## src/rtl/core/pdc_pkg.sv

```systemverilog
// Shared constants and types of the particle domain classifier.
// No dependencies; every other file imports this package.
package pdc_pkg;

  localparam int COORD_BITS_DEF     = 20;
  localparam int GRID_AXIS_BITS_DEF = 4;
  localparam int FIFO_DEPTH         = 2;

  // configuration register indexes
  localparam logic [2:0] REG_BOX_MIN       = 3'd0;
  localparam logic [2:0] REG_BOX_MAX       = 3'd1;
  localparam logic [2:0] REG_LOCAL_MIN     = 3'd2;
  localparam logic [2:0] REG_LOCAL_MAX     = 3'd3;
  localparam logic [2:0] REG_GRID_SHAPE    = 3'd4;
  localparam logic [2:0] REG_OWN_COORDS    = 3'd5;
  localparam logic [2:0] REG_PERIODIC_MASK = 3'd6;
  localparam logic [2:0] REG_HALO_WIDTH    = 3'd7;

  typedef struct packed {
    logic in_local;
    logic in_wide;
  } pdc_flags_t;

endpackage

```

## src/rtl/core/pdc_fifo.sv

```systemverilog
// Short request queue between front and back ends.
// Depends on pdc_pkg (depth).
module pdc_fifo #(
  parameter int WIDTH = 8
) (
  input  logic             clk,
  input  logic             rst_n,
  input  logic             push,
  input  logic [WIDTH-1:0] push_data,
  output logic             full,
  output logic             pop_valid,
  output logic [WIDTH-1:0] pop_data
);
  import pdc_pkg::*;

  localparam int PW = (FIFO_DEPTH > 1) ? $clog2(FIFO_DEPTH) : 1;
  localparam int CW = $clog2(FIFO_DEPTH + 1);

  logic [WIDTH-1:0] mem [FIFO_DEPTH];
  logic [PW-1:0]    wr_r, wr_nxt, rd_r, rd_nxt;
  logic [CW-1:0]    cnt_r, cnt_nxt;

  assign full      = (cnt_r == CW'(FIFO_DEPTH));
  assign pop_valid = (cnt_r != '0);
  assign pop_data  = mem[rd_r];

  always_comb begin
    wr_nxt  = wr_r;
    rd_nxt  = rd_r;
    cnt_nxt = cnt_r;
    if (push) begin
      wr_nxt = (wr_r == PW'(FIFO_DEPTH - 1)) ? '0 : wr_r + 1'b1;
    end
    if (pop_valid) begin
      rd_nxt = (rd_r == PW'(FIFO_DEPTH - 1)) ? '0 : rd_r + 1'b1;
    end
    if (push && !pop_valid)      cnt_nxt = cnt_r + 1'b1;
    else if (!push && pop_valid) cnt_nxt = cnt_r - 1'b1;
  end

  always_ff @(posedge clk) begin
    if (!rst_n) begin
      wr_r  <= '0;
      rd_r  <= '0;
      cnt_r <= '0;
    end else begin
      wr_r  <= wr_nxt;
      rd_r  <= rd_nxt;
      cnt_r <= cnt_nxt;
    end
    if (push) mem[wr_r] <= push_data;
  end

endmodule

```

## config.mk

```make
export PLATFORM = sky130hd
export DESIGN_NAME = pdc_fifo
export DESIGN_NICKNAME = d
export VERILOG_FILES = /design/src/rtl/core/pdc_pkg.sv /design/src/rtl/core/pdc_fifo.sv
export SDC_FILE = /design/constraint.sdc
export NUM_CORES = 1
export LEC_CHECK = 0
export BUFFER_PORTS_ARGS = -buffer_cell sky130_fd_sc_hd__buf_2
export CAP_MARGIN = 10
export CORE_MARGIN = 4
export CORE_UTILIZATION = 44
export CTS_CLUSTER_SIZE = 12
export DETAILED_ROUTE_END_ITERATION = 12
export PLACE_DENSITY = 0.71
export SYNTH_ARGS = -nofsm -noshare
export SYNTH_HDL_FRONTEND = slang
export SYNTH_SLANG_ARGS = --single-unit
```

## constraint.sdc

```tcl
create_clock -name clk -period 1.3 [get_ports clk]
set_input_delay 0.13 -clock clk [delete_from_list [all_inputs] [get_ports clk]]
set_output_delay 0.13 -clock clk [all_outputs]
set_load 0.1 [all_outputs]
```

# Word level (Yosys, flattened, before mapping)
# Memories as Yosys holds them, arrays and structs flattened. A register that Yosys moved wholly into a read port is not among the register bits.
# Index checks and enable logic that the tools add are counted.
# Widths: inputs -> output; s select.
word_totals:
  out_inout_bits: 10
  reg_bits: 4
  n_memories: 1
  wordCells: 23
  ramBits: 16
mem_list:
  columns: ["name", "depth", "width", "read_ports", "rd_clocked_by_memory_dff", "wr", "line_no", "rtl"]
  rows:
  - ["mem", 2, 8, 1, 1, 1, "pdc_fifo.sv:19", "logic [WIDTH-1:0] mem [FIFO_DEPTH];"]
op_classes:
  n_addsub: 4
  eq_ne: 1
  reduce_logical: 6
  mux: 8
op_table:
  columns: ["operator", "count"]
  rows:
  - ["$mux 1", 6]
  - ["$mux 2", 2]
  - ["$reduce_bool 2->1", 2]
  - ["$add 1x1->1 const B", 2]
  - ["$add 2x1->2 const B", 1]
  - ["$eq 2x2->1 const B", 1]
  - ["$logic_and 1x1->1", 2]
  - ["$logic_not 1->1", 2]
  - ["$sub 2x1->2 const B", 1]

# Depth between registers and ports, before layout
# Gate-level depths: netlist (run 1).
depth:
  word_depth: 4
  ltp_mapped: 5
  depth_no_buf: 5

# Worst setup path after synthesis (run 1)
# Ideal clock, no wire load.
synth_timing:
  kind: "flip-flop to flip-flop"
  start: "reg cnt_r[0]"
  end: "reg cnt_r[1]"
  arrival_ns: 1.243
  t_required_ns: 1.230
  setup_slack_ns: -0.013
  stages_incl_launch_ff: 5
  setup_ns: 0.070
  path_cell_list: "dfxtp_1 > nor2_1 > ha_1 > or3_1 > a21boi_1"
synth_between:
  elab_chain_len: 4
  elab_cells_between_ends: 9
  classes_between: "add/sub: 2; mux: 2; reduce/logical: 5"
synth_lines:
  columns: ["element", "line_no", "rtl"]
  rows:
  - ["start: declaration", "pdc_fifo.sv:21", "logic [CW-1:0] cnt_r, cnt_nxt;"]
  - ["start signal: assignment", "pdc_fifo.sv:49", "cnt_r <= cnt_nxt;"]
  - ["branches (longest 4 deep; another with $sub 2x1->2)", null, null]
# Several ways; the timed one is not identified. The select of a mux whose other input is x is not followed.
# A chain may end at the register's enable or synchronous reset.

==> impl_metrics.toml, run 1 <==
[status]
result_of_the_run = "finished, violations left"
failed_checks = "setup timing"

[drt]
drt_iter0_markers = 0
routed_wire_length_per_instance_um = 13.4
drt_pre_antenna_iters = 1
drc = 0
routed-via-count = 476
antenna_violating_nets_post_route = 0
vias_per_cell = 4.53
routed_wirelength_mm = 1.41

[clocking]
cts_buffer_depth = 2
cts.htree.levels = 1
clock_pin_slew_reported_for_the_worst_setup_and_hold_paths_after_clock_tree_synthesis_ns = 0.12
tritoncts_num_sinks = 21
tritoncts_clock_tree = "yes"
cts_made_buffers = 3
clk-insertion-delay-late_ns = 0.29
cts_root_buffer = "sky130_fd_sc_hd__clkbuf_4"

[logic_synthesis]
netlist_area_um2 = 795
synth_cells = 47
synth_seq_cells = 21
synth.net_count = 59
synth-xor-area-share_pct = 3.31
synthesis.area_per_instance_um2 = 16.9
netlist-cell-type-count = 16
main_combinational_cell_family_by_area_after_synthesis = "multiplexers"
synth.yosys.seq_area_share_pct = 73.1
synth-simple-area-share_pct = 7.09
post_synth_mux_area_share_pct = 11.3
synth_adder_area_share_pct = 1.57
yosys_warnings = 0
synth_compound_area_share_pct = 2.52

[die]
fp-row-count = 15
floorplan.io_pins = 21
die_h_um = 50.5
die_area_um2 = 2550
initial_core_util_pct = 46.0
fp.dieW_um = 50.5
core_area_um2 = 1730

[sta]
layout_setup_ws_ns = -0.0950
max_freq_mhz = 717
rsz0062_at_grt = "yes"
final-max-slew-violation-count = 0
fin_skew_ns = 0.00645
fin_crit_ns = 1.39
timing_worst_slew_pin_value_ns = 0.396
timing.max_slew.rel_slack_pct = 73.6
report.final.hold_viol_count = 0
setup_viol = 8
period_utilisation_layout_pct = 107

[final_layout]
area_growth_pct = 57.8
utilization_pct = 72.6
drive_gt1_share_pct = 57.5
filler_cells = 132
design.final.nets = 93
multi_input_area_um2 = 255
final-seq-area_um2 = 589
antenna_cells = 0

[worst_setup_path]
worst_ep_arrival_time_ns = 1.26
critical_path.reg2reg.startpoint = "cnt_r[1]"
worst_setup_path_start_kind = "flip-flop"
worst-path-max-fanout = 3
setup.reg_to_reg.worst_slack_ns = 0.02
worstRegToRegCells = 4
worstPathRequired_ns = 1.17
crit_end = "pop_data[0]"
rr_endpoint = "cnt_r[1]"
setup.worst_path.class = "flip-flop to primary output"
endpoint_kind = "primary output"

[global_routing]
number_of_antenna_violations_at_the_first_check_in_global_routing = 0
grt_pass1_vias = 491
first_pass_grt_wire_length_mm = 2.19
grtUsageTotal_pct = 11.9
pin_count_of_the_biggest_net_entering_global_routing = 13
grt-ovfl-total = 0

[hold_path]
min_path_type = "input port to flip-flop"

[placement]
place_hpwl_um = 894
port-buffer-count = 20
globalplace.congestion = 0.657

[run]
max_capacitance_violation_count = 0
-- logic make-up after synthesis --
logic type,after synthesis
multiplexers,8
AND/OR/NAND/NOR,9
AO/OA/AOI/OAI,3
XOR/XNOR,3
buffers and inverters,2
flip-flops,21
adder cells (fa/ha/maj),1
-- final cells by class --
class,count,area share [%]
repair buffers,30,27.4
clock buffers,3,1.80
clock inverters,1,0.399
well taps,25,2.50
flip-flops and latches,21,47.0
multi-input cells,24,20.4
inverters,1,0.499
-- layer usage --
metal | global-route usage (%) | part of all wire [%] | routed length [µm]
met5 | 0 | 0 | 0
met4 | 5.38 | 0.78 | 11
met3 | 2.67 | 3.7 | 52
met2 | 20.7 | 56 | 794
met1 | 14.0 | 39 | 550
-- what timing repair did --
item                                   in CTS  in global routing
hold buffers                                0                  3
resized for setup                          25                  7
buffers inserted                            1                  2
pin swaps                                   1                  2
endpoints found under the hold margin       0                  6
setup endpoints to repair                  10                 11
-- how the worst min path moves through the flow --
stage | start | end | slack (ns) | depth (start not counted)
6_report | push_data[6] | mem[1][6] | 0.02 | 1
4_1_cts | push_data[2] | mem[0][2] | 0.01 | 1
3_3_place_gp | push_data[2] | mem[0][2] | 0.32 | 1
2_1_floorplan | push_data[0] | mem[0][0] | 0.23 | 0
3_5_place_dp | push_data[0] | mem[0][0] | 0.32 | 1
5_1_grt | push_data[4] | mem[0][4] | 0.001 | 1
-- placed cells by master, fill, tap and decap left out, types with 2 or more instances in the layout --
cell | netlist | final
sky130_fd_sc_hd__dlygate4sd3_1 | 0 | 3
sky130_fd_sc_hd__xnor2_1 | 2 | 2
sky130_fd_sc_hd__buf_4 | 0 | 4
sky130_fd_sc_hd__mux2_4 | 0 | 8
sky130_fd_sc_hd__buf_12 | 0 | 10
sky130_fd_sc_hd__clkbuf_4 | 0 | 3
sky130_fd_sc_hd__nor2b_1 | 2 | 2
sky130_fd_sc_hd__buf_2 | 1 | 10
sky130_fd_sc_hd__edfxtp_1 | 16 | 16
sky130_fd_sc_hd__dfxtp_4 | 0 | 2
sky130_fd_sc_hd__and2_1 | 4 | 4
sky130_fd_sc_hd__buf_6 | 0 | 3
sky130_fd_sc_hd__dfxtp_1 | 5 | 2
-- cell usage after synthesis --
library cell | count | area [µm²]
sky130_fd_sc_hd__and2b_2 | 1 | 8.76
sky130_fd_sc_hd__dfxtp_1 | 5 | 100
sky130_fd_sc_hd__edfxtp_1 | 16 | 480
sky130_fd_sc_hd__inv_1 | 1 | 3.75
sky130_fd_sc_hd__buf_2 | 1 | 5.00
sky130_fd_sc_hd__a21boi_1 | 1 | 7.51
sky130_fd_sc_hd__xnor2_1 | 2 | 17.5
sky130_fd_sc_hd__mux2_2 | 8 | 90.1
sky130_fd_sc_hd__nor2b_1 | 2 | 12.5
sky130_fd_sc_hd__ha_1 | 1 | 12.5
sky130_fd_sc_hd__nor2_1 | 1 | 3.75
sky130_fd_sc_hd__and2_1 | 4 | 25.0
sky130_fd_sc_hd__o21a_1 | 1 | 7.51
sky130_fd_sc_hd__or3_1 | 1 | 6.26
sky130_fd_sc_hd__xor2_1 | 1 | 8.76
sky130_fd_sc_hd__o21ai_0 | 1 | 5.00
-- flip-flops by register name, summed over array words and instances, names as in the netlist, named ones only --
register / cells
cnt_r: 2
wr_r: 1
mem: 16
rd_r: 1
-- critical path: stages (launching register included) --
cell,delay [ns]
sky130_fd_sc_hd__dfxtp_2,0.35
sky130_fd_sc_hd__buf_4,0.13
sky130_fd_sc_hd__mux2_4,0.32
sky130_fd_sc_hd__buf_12,0.17
-- through the flow --
step	setup WS, ns	hold WS (ns)	std cells	instance area [µm²]	TNS, ns
finish	-0.0950	0.0162	105	1250	-0.654
global route	-0.154	0.00118	105	1250	-1.21
CTS	-0.0970	0.0116	100	1180	-0.756
detailed placement	-0.0285	0.324	95	1060	-0.0285
global placement	0.0202	0.319	95	1060	0
floorplan	0.0305	0.229	47	797	0
Power of run 1 is left out: the tool's default activity adds up to more than one toggle a clock period on the data nets, which glitch-free logic cannot reach.
==> inputs of run 2 (changes only) <==
CAP_MARGIN = 25   (was 10)
CORE_UTILIZATION = 49   (was 44)
CTS_CLUSTER_DIAMETER = 100   (was default)
PLACE_DENSITY = 0.75   (was 0.71)
clock period = 1.4 ns   (was 1.3 ns; I/O delays follow)
==> impl_metrics.toml, run 2 (synthesis gave the netlist of run 1 again) <==
[clocking]
tritoncts_clock_tree = "yes"
cts_made_buffers = 3
cts_hold_buf = 0
cts.htree.levels = 1
clock_pin_slew_reported_for_the_worst_setup_and_hold_paths_after_clock_tree_synthesis_ns = 0.11
clk-insertion-delay-late_ns = 0.30
cts_buffer_depth = 2
post_cts.repair.setup_buffers = 0
cts_root_buffer = "sky130_fd_sc_hd__clkbuf_4"
tritoncts_num_sinks = 21

[final_layout]
design.final.nets = 86
largest-register = "mem"
area_growth_pct = 46.8
largest_register_ffs = 16
drive_gt1_share_pct = 56.2
antenna_cells = 0
layout.cells.most_common_list = "sky130_fd_sc_hd__edfxtp_1, sky130_fd_sc_hd__buf_2, sky130_fd_sc_hd__buf_12"
final_area_um2 = 1170
utilization_pct = 76.5
layout.cells.most_common = "sky130_fd_sc_hd__edfxtp_1"
largest_registers = "mem: 16 flops, cnt_r: 2 flops"

[sta]
fin_crit_ns = 1.41
layout_setup_ws_ns = -0.00803
fin_skew_ns = 0.00296
final-max-slew-violation-count = 0
max_freq_mhz = 710
timing.max_slew.rel_slack_pct = 74.0
report.final.hold_viol_count = 0
period_utilisation_layout_pct = 101
setup_viol = 6
rsz0062_at_grt = "yes"
setup_tns_ns = -0.0289
timing_worst_slew_pin_value_ns = 0.390

[die]
fp-row-count = 14
initial_core_util_pct = 52.1
floorplan.io_pins = 21
core_area_um2 = 1520
fp.dieW_um = 48.3
die_area_um2 = 2330
die_h_um = 48.3

[drt]
routed_wirelength_mm = 1.55
routed_wire_length_per_instance_um = 17.4
drt_iter0_markers = 7
drc = 0
drt_pre_antenna_iters = 4
antenna_violating_nets_post_route = 0
vias_per_cell = 5.07
routed-via-count = 451

[worst_setup_path]
crit_slowest_cell = "sky130_fd_sc_hd__dfxtp_4"
critical_path.reg2reg.startpoint = "cnt_r[1]"
crit_end = "pop_data[3]"
endpoint_kind = "primary output"
worst_setup_path_start_kind = "flip-flop"
cp.buffers_inverters = 1
setup.worst_path.class = "flip-flop to primary output"
worstRegToRegCells = 4
crit_family = "flip-flops"
setup.reg_to_reg.worst_slack_ns = 0.10
critical-path-max-stage-delay_ns = 0.46
path_cells = "mux2_4 -> buf_12"
timing.critical_path.depth = 2
rr_endpoint = "cnt_r[1]"
worst_ep_arrival_time_ns = 1.27
worst-path-max-fanout = 8
worstPathRequired_ns = 1.26

[run]
max_capacitance_violation_count = 0

[hold_path]
min_path_type = "input port to flip-flop"

[global_routing]
grtUsageTotal_pct = 13.4
number_of_antenna_violations_at_the_first_check_in_global_routing = 0
pin_count_of_the_biggest_net_entering_global_routing = 13
first_pass_grt_wire_length_mm = 1.98
grt-ovfl-total = 0
grt_pass1_vias = 457

[status]
failed_checks = "setup timing"
result_of_the_run = "finished, violations left"

[placement]
globalplace.congestion = 0.695
postPlaceCellArea_um2 = 1080
port-buffer-count = 20
place_hpwl_mm = 1.01
[run 2: cell types whose count changed in the layout (fill, tap and decap cells not counted), sizes merged]
cell / before / now
buf: 27 / 23
dlygate4sd3: 3 / 0
[run 2: worst register-to-register path, stage by stage, from the launching register on]
cell                       delay [ns]
sky130_fd_sc_hd__dfxtp_2         0.37
sky130_fd_sc_hd__nor2_4          0.17
sky130_fd_sc_hd__ha_4            0.23
sky130_fd_sc_hd__or3_1           0.34
sky130_fd_sc_hd__a21boi_1        0.14
[run 2: what timing repair did]
| action | 4_1_cts | 5_1_grt |
|---|---|---|
| gates cloned | 0 | 0 |
| pin swaps | 0 | 0 |
| resized for setup | 3 | 12 |
| setup endpoints to repair | 9 | 10 |
[run 2: cell type report]
type                       instances  area, µm²
sequential                        21        587
fill                              84        358
timing repair buffer              23        273
multi-input combinational         24        255
clock buffer                       3       22.5
tap                               16       20.0
clock inverter                     1       5.00
inverter                           1       3.75
[run 2: metrics by stage]
step	worst slack (ns)	instances	hold WS (ns)
4_1_cts	-0.0422	89	0.0114
2_1_floorplan	0.0866	47	0.239
3_3_place_gp	0.0745	85	0.327
6_report	-0.00803	89	0.0167
5_1_grt	-0.0486	89	-0.0000741
3_5_place_dp	-0.0199	85	0.334
[run 2: worst min-delay path by stage]
stage                     depth (start not counted)         start         to  slack (ns)
after CTS                                         1  push_data[2]  mem[1][2]        0.01
after global placement                            1  push_data[0]  mem[1][0]        0.33
after global routing                              1  push_data[7]  mem[0][7]    -0.00007
after floorplan                                   0  push_data[0]  mem[0][0]        0.24
after detailed placement                          1  push_data[2]  mem[0][2]        0.33
final                                             1  push_data[4]  mem[0][4]        0.02
[run 2: layer usage]
metal,wire length [µm],global-route usage (%)
met3,59,3.32
met5,0,0
met2,890,22.1
met4,22,9.68
met1,574,15.0
Power of run 2 is left out for the same reason.
