[src/rtl/core/pdc_pkg.sv]
// Shared constants and types of the particle domain classifier.
// No dependencies; every other file imports this package.
package pdc_pkg;

  localparam int COORD_BITS_DEF     = 20;
  localparam int GRID_AXIS_BITS_DEF = 4;
  localparam int FIFO_DEPTH         = 2;

  // configuration register indexes
  localparam logic [2:0] REG_BOX_MIN       = 3'd0;
  localparam logic [2:0] REG_BOX_MAX       = 3'd1;
  localparam logic [2:0] REG_LOCAL_MIN     = 3'd2;
  localparam logic [2:0] REG_LOCAL_MAX     = 3'd3;
  localparam logic [2:0] REG_GRID_SHAPE    = 3'd4;
  localparam logic [2:0] REG_OWN_COORDS    = 3'd5;
  localparam logic [2:0] REG_PERIODIC_MASK = 3'd6;
  localparam logic [2:0] REG_HALO_WIDTH    = 3'd7;

  typedef struct packed {
    logic in_local;
    logic in_wide;
  } pdc_flags_t;

endpackage

[src/rtl/core/pdc_front.sv]
// Front end: request capture and per-axis offset/sign preparation.
// Depends on pdc_pkg; feeds pdc_fifo.
module pdc_front #(
  parameter int COORD_BITS = pdc_pkg::COORD_BITS_DEF
) (
  input  logic                                   clk,
  input  logic                                   rst_n,
  input  logic                                   start,
  output logic                                   busy,
  input  logic signed [COORD_BITS+1:0]           pos_x,
  input  logic signed [COORD_BITS+1:0]           pos_y,
  input  logic signed [COORD_BITS+1:0]           pos_z,
  input  logic                                   wrap_first,
  input  logic [3*COORD_BITS-1:0]                box_min,
  input  logic                                   fifo_full,
  output logic                                   push,
  output logic [3*(2*(COORD_BITS+2)+1):0]        push_data
);
  import pdc_pkg::*;

  localparam int PB = COORD_BITS + 2;
  localparam int AW = 2 * PB + 1;
  localparam int IW = 3 * AW + 1;

  logic          valid_r, valid_nxt;
  logic [IW-1:0] data_r, data_nxt;
  logic          accept;
  logic signed [PB-1:0] pos [3];
  logic signed [PB:0]   diff [3];
  logic [PB:0]          negd [3];

  assign busy   = valid_r && fifo_full;
  assign accept = start && !busy;
  assign push   = valid_r && !fifo_full;
  assign push_data = data_r;

  assign pos[0] = pos_x;
  assign pos[1] = pos_y;
  assign pos[2] = pos_z;

  always_comb begin
    data_nxt = data_r;
    valid_nxt = valid_r;
    if (push) valid_nxt = 1'b0;
    if (accept) begin
      valid_nxt = 1'b1;
      for (int a = 0; a < 3; a++) begin
        diff[a] = $signed({pos[a][PB-1], pos[a]}) - $signed({2'b00, box_min[a*COORD_BITS +: COORD_BITS]});
        negd[a] = -diff[a];
        data_nxt[a*AW +: PB]       = pos[a];
        data_nxt[a*AW + PB +: PB]  = diff[a][PB] ? negd[a][PB-1:0] : diff[a][PB-1:0];
        data_nxt[a*AW + 2*PB]      = diff[a][PB];
      end
      data_nxt[IW-1] = wrap_first;
    end else begin
      for (int a = 0; a < 3; a++) begin
        diff[a] = '0;
        negd[a] = '0;
      end
    end
  end

  always_ff @(posedge clk) begin
    if (!rst_n) valid_r <= 1'b0;
    else        valid_r <= valid_nxt;
    data_r <= data_nxt;
  end

endmodule

[config.mk]
export PLATFORM = sky130hd
export DESIGN_NAME = pdc_front
export DESIGN_NICKNAME = d
export VERILOG_FILES = /design/src/rtl/core/pdc_pkg.sv /design/src/rtl/core/pdc_front.sv
export SDC_FILE = /design/constraint.sdc
export NUM_CORES = 1
export LEC_CHECK = 0
export BUFFER_PORTS_ARGS = -buffer_cell sky130_fd_sc_hd__buf_2
export CORE_MARGIN = 2
export CORE_UTILIZATION = 53
export CTS_CLUSTER_DIAMETER = 100
export CTS_CLUSTER_SIZE = 20
export DETAILED_ROUTE_END_ITERATION = 8
export PLACE_DENSITY = 0.84
export SKIP_LAST_GASP = 1
export SLEW_MARGIN = 20
export SYNTH_ARGS = -nofsm -noshare
export SYNTH_HDL_FRONTEND = slang
export SYNTH_SLANG_ARGS = --single-unit
[constraint.sdc]
create_clock -name clk -period 9.7 [get_ports clk]
set_input_delay 0.97 -clock clk [delete_from_list [all_inputs] [get_ports clk]]
set_output_delay 0.97 -clock clk [all_outputs]
set_load 0.01 [all_outputs]
* Word-level counts from Yosys, hierarchy flattened
Cells that the tools add are included.
** Cells by class
- Add/sub/neg operators :: 6
- Muxes and demuxes :: 5
- Reduce and logical (&&, ||, !) cells :: 6
** Operator list (number)
- $sub 22x21->23 :: 3
- $mux 22 :: 3
- $neg 22->22 :: 3
- $logic_and 1x1->1 :: 3
- $logic_not 1->1 :: 2
- $mux 1 :: 2
- $reduce_bool 2->1 :: 1
** Storage, ports and cells
- Register bits :: 137
- Input bits :: 131
- Output and inout bits :: 138
- Word-level logic and storage cells :: 19

* Logic depth before layout (Yosys ltp)
Gate-level depths: netlist (run 1).
- Depth after elaboration :: 4
- Mapped depth :: 15
- Depth with buffers taken out :: 14

* Worst setup path before layout (run 1)
OpenSTA, ideal clock, no wires.
- Kind :: input port to flip-flop
- Start point :: in fifo_full
- End point :: reg data_r[0], in the netlist push_data[0], enable pin
- Library setup time :: 0.648 ns
- Data arrival time :: 7.179 ns
- Path slack :: 1.873 ns
- Stages :: 2
- Cell sequence :: and2_1 nor2b_1
** On the way
- Cells in the longest elaborated chain, start to end :: 3
** RTL lines
- start: declaration :: line pdc_front.sv:15 : input logic fifo_full,
- $logic_and 1x1->1 :: line pdc_front.sv:32 : assign busy = valid_r && fifo_full;
- $logic_not 1->1 :: line pdc_front.sv:33 : assign accept = start && !busy;
- $logic_and 1x1->1 :: line pdc_front.sv:33
- via accept :: line pdc_front.sv:27 : logic accept;
- end signal: assignment :: line pdc_front.sv:66 : data_r <= data_nxt;
- end: declaration :: line pdc_front.sv:26 : logic [IW-1:0] data_r, data_nxt;
The timed path passes the listed nets, and every way through them passes these cells.
A chain may end at the register's enable or synchronous reset.

* Worst setup path after layout (run 1)
- Start point :: in pos_y[0]
- End point :: reg data_r[87], in the netlist push_data[87], data pin
** On the way
- Cells in the longest elaborated chain, start to end :: 3
** RTL lines
- start: declaration :: line pdc_front.sv:11 : input logic signed [COORD_BITS+1:0] pos_y,
- $sub 22x21->23 * :: line pdc_front.sv:48 : diff[a] = $signed({pos[a][PB-1], pos[a]}) - $signed({2'b00, box_min[a*COORD_BITS +: COORD_BITS]});
- $neg 22->22 :: line pdc_front.sv:49 : negd[a] = -diff[a];
- $mux 22 * :: line pdc_front.sv:51 : data_nxt[a*AW + PB +: PB] = diff[a][PB] ? negd[a][PB-1:0] : diff[a][PB-1:0];
Every way passes the cells marked *; elsewhere a longest branch is shown, timed or not.

==> impl_metrics.env, run 1 <==
export IMPL_tritoncts="yes"
export IMPL_cp_cell_sequence="buf_2, inv_1, ha_1, inv_1, fa_1, a21o_1, a21oi_1, mux2_2, a2bb2oi_1, nor3_1, nand4_1, or2_0, o31a_1, xor2_1"
export IMPL_setup_total_negative_slack_ns=0
export IMPL_cts_resized_gates=0
export IMPL_via_per_inst=5.65
export IMPL_die_area_sq_mm=0.0187
export IMPL_synth_enable_flop_cells=136
export IMPL_timing_critical_path_slowest_cell_delay_ns=0.40
export IMPL_required_ns=9.87
export IMPL_crit_end_category="flip-flop"
export IMPL_antenna_violations_before_repair=1
export IMPL_dp_hpwl_um=18100
export IMPL_drt_first_iter_violations=559
export IMPL_numClockSinks=137
export IMPL_cp_num_buf_inv=3
export IMPL_power_leakage_nw=5.03
export IMPL_design_portCount=269
export IMPL_multiInputGateArea_sq_mm=0.00480
export IMPL_timing_critical_path_max_delay_family="compound AO/OA/AOI/OAI gates"
export IMPL_vdd_drop_max_uv=125
export IMPL_netlist_top_cells_area="sky130_fd_sc_hd__edfxtp_1 44%, sky130_fd_sc_hd__ha_1 8.4%, sky130_fd_sc_hd__xnor2_1 6.6%, sky130_fd_sc_hd__inv_1 3.6%, sky130_fd_sc_hd__a21oi_1 3.4%"
export IMPL_clock_skew_final_ns=0.00687
export IMPL_routabilityCongestion=0.874
export IMPL_synth_cell_types=83
export IMPL_num_rows=48
export IMPL_cts_root_buf="sky130_fd_sc_hd__clkbuf_16"
export IMPL_die_height_um=137
export IMPL_max_slew_margin_pct=36.0
export IMPL_drt_antenna_violating_nets=0
export IMPL_syn_area_sq_mm=0.00935
export IMPL_post_route_period_util_pct=42.2
export IMPL_avgSynthCellArea_sq_um=10.3
export IMPL_start_kind="primary input"
export IMPL_cts_hold_buffers_added=0
export IMPL_hold_class="reg2reg"
export IMPL_synth_ff_latch_count=137
export IMPL_die_width_um=137
export IMPL_hold_viol_final=0
export IMPL_clk_latency_ns=0.43
export IMPL_grt_setup_unrepaired="no"
export IMPL_cts_htree_levels=4
export IMPL_vias=7943
export IMPL_cp_data_arrival_time_ns=4.26
export IMPL_synth_async_sr_flop_share_pct=0
export IMPL_synth_cells=906
export IMPL_finalWirelength_um=22900
export IMPL_area_sequential_sq_mm=0.00410
export IMPL_initial_core_util_pct=54.1
export IMPL_status="complete, no violations"
export IMPL_groute_usage_overall_pct=24.0
export IMPL_numCtsBuffers=17
export IMPL_fill_cells=1362
export IMPL_synth_main_ff_cell="sky130_fd_sc_hd__edfxtp_1"
export IMPL_yosys_top_cells_count="136 x sky130_fd_sc_hd__edfxtp_1, 90 x sky130_fd_sc_hd__inv_1, 70 x sky130_fd_sc_hd__xnor2_1"
export IMPL_dp_cells=1373
export IMPL_maxCapViolCount=0
export IMPL_cts_repair_timing_setup_buffer_count=0
export IMPL_timing_fmax_ghz=0.244
export IMPL_total_power_w=0.00196
export IMPL_grt_start_max_net_pins=58
export IMPL_slew_viol_final=0
export IMPL_place_port_buffers=268
export IMPL_post_route_drc_count=0
export IMPL_post_route_cells_drive_above_1_share_pct=28.3
export IMPL_routed_wl_per_cell_um=16.3
export IMPL_detailedRoute_firstPassIterationCount=5
export IMPL_synth_top_area_share_pct=43.7
export IMPL_layout_min_cycle_time_ns=4.09
export IMPL_postLayoutSetupSlackWorst_ns=5.61
export IMPL_gr_total_overflow=0
export IMPL_core_area_sq_mm=0.0173
export IMPL_crit_fanout=5
export IMPL_setup_viol_count_final=0
export IMPL_worst_setup_hold_path_clk_slew_ns=0.06
export IMPL_tightest_slew_ns=0.958
export IMPL_dp_slack_ns=5.29
export IMPL_grt_first_pass_wirelength_um=35100
export IMPL_instances_no_fill=1406
export IMPL_slowest_stage="sky130_fd_sc_hd__fa_1"
export IMPL_ys_warn_count=0
export IMPL_synth_seq_area_share_pct=43.9
export IMPL_yosysMostFrequentCell="sky130_fd_sc_hd__edfxtp_1"
export IMPL_worst_path_most_repeated_cell="sky130_fd_sc_hd__inv_1"
export IMPL_clock_path_buffers=2
export IMPL_flow_area_growth_from_synthesis_pct=22.4
export IMPL_setup_worst_path_class="in2reg"
export IMPL_grt_pass1_vias=7274
export IMPL_finish_net_count=1364
export IMPL_synth_largest_area_cell="sky130_fd_sc_hd__edfxtp_1"
export IMPL_synth_net_count=1103
export IMPL_power_density_mw_per_mm2=171
cell usage in the layout, fill, tap and decap left out, types with 7 or more instances in the layout:
cell type	netlist	final
sky130_fd_sc_hd__buf_2	10	268
sky130_fd_sc_hd__edfxtp_1	136	136
sky130_fd_sc_hd__inv_1	90	90
sky130_fd_sc_hd__xnor2_1	70	70
sky130_fd_sc_hd__a21oi_1	64	64
sky130_fd_sc_hd__ha_1	63	63
sky130_fd_sc_hd__nor2_1	62	62
sky130_fd_sc_hd__nand2_1	39	39
sky130_fd_sc_hd__xor2_1	35	35
sky130_fd_sc_hd__o21ai_0	30	30
sky130_fd_sc_hd__a21o_1	28	28
sky130_fd_sc_hd__nor3_1	21	21
sky130_fd_sc_hd__a31oi_1	19	19
sky130_fd_sc_hd__nand3_1	18	18
sky130_fd_sc_hd__clkbuf_16	0	17
sky130_fd_sc_hd__o21a_1	12	12
sky130_fd_sc_hd__a211oi_1	12	12
sky130_fd_sc_hd__nand4_1	12	12
sky130_fd_sc_hd__o211ai_1	11	11
sky130_fd_sc_hd__and2_1	9	9
sky130_fd_sc_hd__o31ai_1	9	9
sky130_fd_sc_hd__nor2b_1	9	8
sky130_fd_sc_hd__and3_1	8	8
sky130_fd_sc_hd__and4_1	7	7
per-layer routing:
metal  GRT usage [%]  up-vias  share of wire [%]
li1                -     3881                  -
met1            30.5     3655                 42
met2            40.1      363                 48
met3            5.04       42                8.2
met4            9.22        2                2.2
met5               0        -              0.057
worst paths after layout:
kind,start,endpoint,slack (ns),cells after the start
max,pos_y[0],push_data[87]$_DFFE_PP_,5.61,14
min,valid_r$_SDFFE_PN0P_,valid_r$_SDFFE_PN0P_,0.68,2
max reg2reg,valid_r$_SDFFE_PN0P_,push_data[77]$_DFFE_PP_,7.33,3
min reg2reg,valid_r$_SDFFE_PN0P_,valid_r$_SDFFE_PN0P_,0.68,2
worst min-delay path, cell delays in order, from the launching register on:
cell and delay, ns:
sky130_fd_sc_hd__dfxtp_1 0.32, sky130_fd_sc_hd__and2_1 0.20, sky130_fd_sc_hd__o21a_1 0.12
stage by stage:
step	util [%]	cell area (sq um)	hold slack, ns
2_1_floorplan	-	9350	0.631
3_3_place_gp	62.9	10900	0.633
3_5_place_dp	62.9	10900	0.655
4_1_cts	66.2	11400	0.666
5_1_grt	66.2	11400	0.704
6_report	66.2	11400	0.676
final cells by class:
type | instances | share of cell area [%]
well taps | 225 | 2.46
diodes | 1 | 0.0219
clock buffers | 19 | 3.78
repair buffers | 271 | 11.9
inverters | 90 | 2.95
flip-flops and latches | 137 | 35.8
clock inverters | 13 | 1.13
multi-input cells | 650 | 41.9
flip-flops by register name, indices dropped and copies added (netlist names):
name	flops
valid_r	1
push_data	136
power breakdown:
group	switching (W)	internal (W)
sequential	0.0000142	0.000743
combinational	0.000342	0.000231
clock	0.000252	0.000375
logic make-up (layout without fill, tap and decap cells):
logic type,count (synthesis),in the layout,share of synthesized area [%]
compound gates,249,249,18.8
xor+xnor,105,105,9.83
fa+ha+maj,66,66,9.07
buf+inv,119,393,4.91
flops,137,137,43.9
mux,2,2,0.241
other cells,0,1,0
simple gates,228,228,13.3
Note: power is estimated with default switching activity, not from simulation.
==> run 2: changes to the inputs <==
==> constraint.sdc (replaced) <==
create_clock -name clk -period 4.03 [get_ports clk]
set_input_delay 0.403 -clock clk [delete_from_list [all_inputs] [get_ports clk]]
set_output_delay 0.403 -clock clk [all_outputs]
set_load 0.01 [all_outputs]
==> run 2 against run 1 <==
Effect of this change:
- sequential power is 140% higher
- sequential cell count stayed put
- worst setup slack worse by 5.1 ns
- clock power rose to 2.6 times the previous value
- combinational power up 140%
- sequential share of layout area fell by 0.23 points
- via count is essentially flat
- clock-buffer cell count shrank 2
- final area is 0.64% higher
- routed wire length is 1.6% higher
- critical path type unchanged
==> impl_metrics.env, run 2 (synthesized netlist as in run 1, its figures left out) <==
export IMPL_tritoncts="yes"
export IMPL_crit_end_category="flip-flop"
export IMPL_cp_cell_sequence="buf_2, inv_1, ha_1, inv_1, fa_1, a21o_1, a21oi_1, mux2_2, a2bb2oi_1, nor3_1, nand4_1, or2_0, o31a_1, xor2_1"
export IMPL_fin_hold_ws_ns=0.159
export IMPL_post_route_drc_count=0
export IMPL_cp_num_buf_inv=3
export IMPL_timing_fmax_ghz=0.285
export IMPL_cts_htree_levels=4
export IMPL_start_kind="primary input"
export IMPL_clk_latency_ns=0.43
export IMPL_max_reg_flops=136
export IMPL_drt_first_iter_violations=648
export IMPL_via_per_inst=5.64
export IMPL_post_route_cells_drive_above_1_share_pct=28.9
export IMPL_required_ns=4.19
export IMPL_layout_min_cycle_time_ns=3.51
export IMPL_setup_viol_count_final=0
export IMPL_setup_worst_path_class="in2reg"
export IMPL_post_dp_cell_area_sq_mm=0.0109
export IMPL_maxCapViolCount=0
export IMPL_dp_hpwl_um=18200
export IMPL_timing_critical_path_slowest_cell_delay_ns=0.40
export IMPL_routed_wl_per_cell_um=16.5
export IMPL_status="complete, no violations"
export IMPL_grt_first_pass_wirelength_um=35800
export IMPL_groute_layer_met2_usage_pct=40.3
export IMPL_antenna_violations_before_repair=0
export IMPL_design_portCount=269
export IMPL_num_rows=48
export IMPL_vdd_drop_max_uv=284
export IMPL_finish_net_count=1369
export IMPL_flow_area_growth_from_synthesis_pct=23.2
export IMPL_numCtsBuffers=17
export IMPL_vias=7950
export IMPL_max_slew_margin_pct=27.3
export IMPL_tightest_slew_ns=1.09
export IMPL_crit_fanout=5
export IMPL_detailedRoute_firstPassIterationCount=5
export IMPL_finish_utilization_pct=66.6
export IMPL_finalWirelength_um=23300
export IMPL_post_route_period_util_pct=87.0
export IMPL_worst_setup_hold_path_clk_slew_ns=0.06
export IMPL_final_instance_area_sq_mm=0.0115
export IMPL_power_leakage_nw=5.09
export IMPL_clock_skew_final_ns=0.00990
export IMPL_final_cell_mix="268 x sky130_fd_sc_hd__buf_2, 136 x sky130_fd_sc_hd__edfxtp_1, 90 x sky130_fd_sc_hd__inv_1, 70 x sky130_fd_sc_hd__xnor2_1, 64 x sky130_fd_sc_hd__a21oi_1"
export IMPL_grt_setup_unrepaired="no"
export IMPL_grt_start_max_net_pins=48
export IMPL_hold_viol_final=0
export IMPL_cts_repair_timing_setup_buffer_count=0
export IMPL_cp_data_arrival_time_ns=3.67
export IMPL_hold_class="in2reg"
export IMPL_numClockSinks=137
export IMPL_antenna_cells=0
export IMPL_met3_demand_to_capacity_share_in_global_routing_pct=5.67
export IMPL_slew_viol_final=0
export IMPL_cts_resized_gates=0
export IMPL_grt_util_met1_pct=31.8
export IMPL_place_port_buffers=268
export IMPL_grt_busiest_layer="met2"
export IMPL_slowest_stage="sky130_fd_sc_hd__fa_1"
export IMPL_gr_total_overflow=0
export IMPL_groute_usage_overall_pct=24.5
export IMPL_drt_antenna_violating_nets=0
export IMPL_timing_critical_path_max_delay_family="compound AO/OA/AOI/OAI gates"
export IMPL_worst_path_most_repeated_cell="sky130_fd_sc_hd__inv_1"
export IMPL_core_area_sq_mm=0.0173
export IMPL_die_width_um=137
export IMPL_die_height_um=137
export IMPL_grt_pass1_vias=7287
export IMPL_cts_root_buf="sky130_fd_sc_hd__clkbuf_16"
export IMPL_clock_path_buffers=2
export IMPL_setup_total_negative_slack_ns=0
export IMPL_power_density_mw_per_mm2=419
export IMPL_final_common_cell="sky130_fd_sc_hd__buf_2"
export IMPL_die_area_sq_mm=0.0187
export IMPL_initial_core_util_pct=54.1
export IMPL_routabilityCongestion=0.862
export IMPL_cts_hold_buffers_added=0
run 2: metal layers:
layer | share of wire, % | vias up | wire length, um
met5 | 0 | - | 0
met4 | 2.3 | 0 | 540
met3 | 7.8 | 39 | 1820
met2 | 47 | 347 | 11000
met1 | 43 | 3677 | 9970
li1 | - | 3887 | -
run 2: layout make-up:
| class | instances | area, sq um |
|---|---|---|
| Timing Repair Buffer | 276 | 1400 |
| Sequential cell | 137 | 4100 |
| Clock buffer | 17 | 425 |
| Tap cell | 225 | 282 |
| Clock inverter | 15 | 175 |
| Inverter | 90 | 338 |
| Fill cell | 1365 | 5770 |
| Multi-Input combinational cell | 650 | 4800 |
run 2: final timing paths:
path	startpoint	endpoint	slack (ns)	cells after the start
worst max-delay path	pos_y[0]	push_data[87]$_DFFE_PP_	0.52	14
worst min-delay path	wrap_first	push_data[135]$_DFFE_PP_	0.16	1
worst max register to register	valid_r$_SDFFE_PN0P_	push_data[114]$_DFFE_PP_	2.09	3
worst min register to register	valid_r$_SDFFE_PN0P_	valid_r$_SDFFE_PN0P_	0.67	2
run 2: stage by stage:
stage	setup slack (ns)	power, W	std cells
6_report	0.523	0.00483	1410
5_1_grt	0.311	0.00504	1410
4_1_cts	0.549	0.00483	1410
3_3_place_gp	0.297	0.00319	1378
3_5_place_dp	0.142	0.00323	1378
2_1_floorplan	0.612	0.00280	906
run 2: where the power goes:
part | internal (W) | total, W | switching (W)
clock | 0.000974 | 0.00161 | 0.000634
sequential | 0.00179 | 0.00182 | 0.0000332
combinational | 0.000564 | 0.00140 | 0.000834
total | 0.00333 | 0.00483 | 0.00150
==> run 3: changes to the inputs <==
--- a/config.mk
+++ b/config.mk
@@ -11,6 +11,7 @@
 export CTS_CLUSTER_DIAMETER = 100
 export CTS_CLUSTER_SIZE = 20
 export DETAILED_ROUTE_END_ITERATION = 8
+export GPL_TIMING_DRIVEN = 0
 export PLACE_DENSITY = 0.84
 export SKIP_LAST_GASP = 1
 export SLEW_MARGIN = 20
==> run 3 against run 2 <==
Effect of this change:
- first-iteration DRC count is 8.8% lower
- clock skew fell by 0.0052 ns
- largest power group unchanged
- clock-buffer cell count did not move
- routed wire length about the same
- clock power is 8% lower
- critical endpoint unchanged
- cell count up 2.0%
- die area did not move
- combinational power about the same
- sequential share of layout area down 0.44 points
==> impl_metrics.env, run 3 (synthesized netlist as in run 1, its figures left out) <==
export IMPL_setup_total_negative_slack_ns=0
export IMPL_drt_first_iter_violations=591
export IMPL_clock_power_share_pct=31.4
export IMPL_design_portCount=269
export IMPL_hold_class="in2reg"
export IMPL_power_switching_fraction_pct=32.8
export IMPL_cp_num_buf_inv=3
export IMPL_numCtsBuffers=17
export IMPL_flow_area_growth_from_synthesis_pct=24.7
export IMPL_cp_cell_sequence="buf_2, inv_1, ha_1, inv_1, fa_1, a21o_1, a21oi_1, mux2_2, a2bb2oi_1, nor3_1, nand4_1, or2_0, o31a_1, xor2_1"
export IMPL_slowest_stage="sky130_fd_sc_hd__fa_1"
export IMPL_final_instance_area_sq_mm=0.0117
export IMPL_final_cell_mix="278 x sky130_fd_sc_hd__buf_2, 136 x sky130_fd_sc_hd__edfxtp_1, 90 x sky130_fd_sc_hd__inv_1, 70 x sky130_fd_sc_hd__xnor2_1, 64 x sky130_fd_sc_hd__a21oi_1"
export IMPL_status="complete, no violations"
export IMPL_groute_usage_overall_pct=24.6
export IMPL_grt_busiest_layer="met2"
export IMPL_clock_skew_final_ns=0.00470
export IMPL_crit_reg2reg_capture="push_data[4]$_DFFE_PP_"
export IMPL_required_ns=4.20
export IMPL_setup_worst_path_class="in2reg"
export IMPL_reg2reg_from="valid_r$_SDFFE_PN0P_"
export IMPL_grt_first_pass_wirelength_um=36000
export IMPL_post_route_cells_drive_above_1_share_pct=29.0
export IMPL_postLayoutSetupSlackWorst_ns=0.475
export IMPL_power_leakage_nw=5.13
export IMPL_initial_core_util_pct=54.1
export IMPL_post_dp_cell_area_sq_mm=0.0111
export IMPL_min_delay_path_depth=1
export IMPL_fill_cells=1353
export IMPL_worst_r2r_path_depth=5
export IMPL_die_width_um=137
export IMPL_power_frac_seq_pct=38.7
export IMPL_share_comb_of_total_power_pct=29.9
export IMPL_power_density_mw_per_mm2=404
export IMPL_worst_path_most_repeated_cell="sky130_fd_sc_hd__inv_1"
export IMPL_clock_path_buffers=2
export IMPL_finalWirelength_um=23300
export IMPL_met3_demand_to_capacity_share_in_global_routing_pct=4.81
export IMPL_finish_net_count=1395
export IMPL_antenna_violations_before_repair=2
export IMPL_rrSetupSlack_ns=2.07
export IMPL_crit_fanout=5
export IMPL_slew_viol_final=0
export IMPL_holdCritStartpoint="wrap_first"
export IMPL_area_sequential_sq_mm=0.00410
export IMPL_gr_total_overflow=0
export IMPL_maxCapViolCount=0
export IMPL_hold_viol_final=0
export IMPL_cts_htree_levels=4
export IMPL_timing_fmax_ghz=0.281
export IMPL_post_route_period_util_pct=88.2
export IMPL_routed_wl_per_cell_um=16.2
export IMPL_dp_slack_ns=0.0954
export IMPL_cts_resized_gates=0
export IMPL_num_rows=48
export IMPL_post_route_drc_count=0
export IMPL_max_slew_margin_pct=53.4
export IMPL_via_per_inst=5.62
export IMPL_tightest_slew_ns=0.692
export IMPL_worst_setup_hold_path_clk_slew_ns=0.07
export IMPL_timing_critical_path_depth=14
export IMPL_grt_start_max_net_pins=29
export IMPL_min_delay_worst_endpoint="push_data[135]$_DFFE_PP_"
export IMPL_timing_critical_path_slowest_cell_delay_ns=0.41
export IMPL_dp_hpwl_um=18800
export IMPL_vias=8085
export IMPL_internal_power_w=0.00317
export IMPL_die_area_sq_mm=0.0187
export IMPL_routabilityCongestion=0.888
export IMPL_groute_layer_met2_usage_pct=41.2
export IMPL_final_common_cell="sky130_fd_sc_hd__buf_2"
export IMPL_detailedRoute_firstPassIterationCount=6
export IMPL_vdd_drop_max_uv=274
export IMPL_grt_util_met1_pct=31.8
export IMPL_start_kind="primary input"
export IMPL_timing_critical_path_max_delay_family="compound AO/OA/AOI/OAI gates"
export IMPL_tritoncts="yes"
export IMPL_place_port_buffers=268
export IMPL_grt_pass1_vias=7323
export IMPL_max_reg_flops=136
export IMPL_layout_min_cycle_time_ns=3.55
export IMPL_numClockSinks=137
export IMPL_drt_antenna_violating_nets=0
export IMPL_crit_end_category="flip-flop"
export IMPL_cts_hold_buffers_added=0
export IMPL_grt_setup_unrepaired="no"
export IMPL_switching_component_of_the_power_w=0.00154
export IMPL_cp_data_arrival_time_ns=3.72
export IMPL_total_power_w=0.00471
export IMPL_cts_repair_timing_setup_buffer_count=0
export IMPL_core_area_sq_mm=0.0173
export IMPL_multiInputGateArea_sq_mm=0.00480
export IMPL_die_height_um=137
export IMPL_setup_viol_count_final=0
export IMPL_cts_root_buf="sky130_fd_sc_hd__clkbuf_16"
export IMPL_clk_latency_ns=0.42
[run 3: power by group through the flow]
stage | clock network [W] | registers (W) | logic, W
final | 0.00148 | 0.00182 | 0.00141
after detailed placement | 0 | 0.00185 | 0.00139
after global placement | 0 | 0.00185 | 0.00133
after CTS | 0.00150 | 0.00182 | 0.00140
after global routing | 0.00154 | 0.00184 | 0.00155
after floorplan | 0 | 0.00195 | 0.000855
[run 3: per-stage QoR]
step | util [%] | hold WS, ns | instances
2_1_floorplan | - | 0.502 | 906
3_3_place_gp | 63.5 | 0.588 | 1399
3_5_place_dp | 64.2 | 0.591 | 1404
4_1_cts | 67.4 | 0.145 | 1436
5_1_grt | 67.4 | 0.144 | 1438
6_report | 67.4 | 0.163 | 1438
[run 3: cell type report]
class	instances	area share, %
clock buffers	17	3.65
repair buffers	273	12.5
diodes	2	0.0429
well taps	225	2.41
inverters	90	2.90
plain buffers	29	1.04
clock inverters	15	1.10
multi-input cells	650	41.1
flip-flops and latches	137	35.2
[run 3: worst max path at each step]
stage                     startpoint                       to  slack (ns)
after floorplan             pos_y[0]  push_data[87]$_DFFE_PP_        0.61
after global placement      pos_y[0]  push_data[87]$_DFFE_PP_        0.17
after detailed placement    pos_y[0]  push_data[87]$_DFFE_PP_         0.1
after CTS                   pos_y[0]  push_data[87]$_DFFE_PP_        0.54
after global routing        pos_y[0]  push_data[87]$_DFFE_PP_        0.31
final                       pos_y[0]  push_data[87]$_DFFE_PP_        0.48
[run 3: metal layers]
metal | up-vias | wire length [um]
li1 | 3942 | -
met1 | 3734 | 9520
met2 | 368 | 11300
met3 | 41 | 1910
met4 | 0 | 549
met5 | - | 0
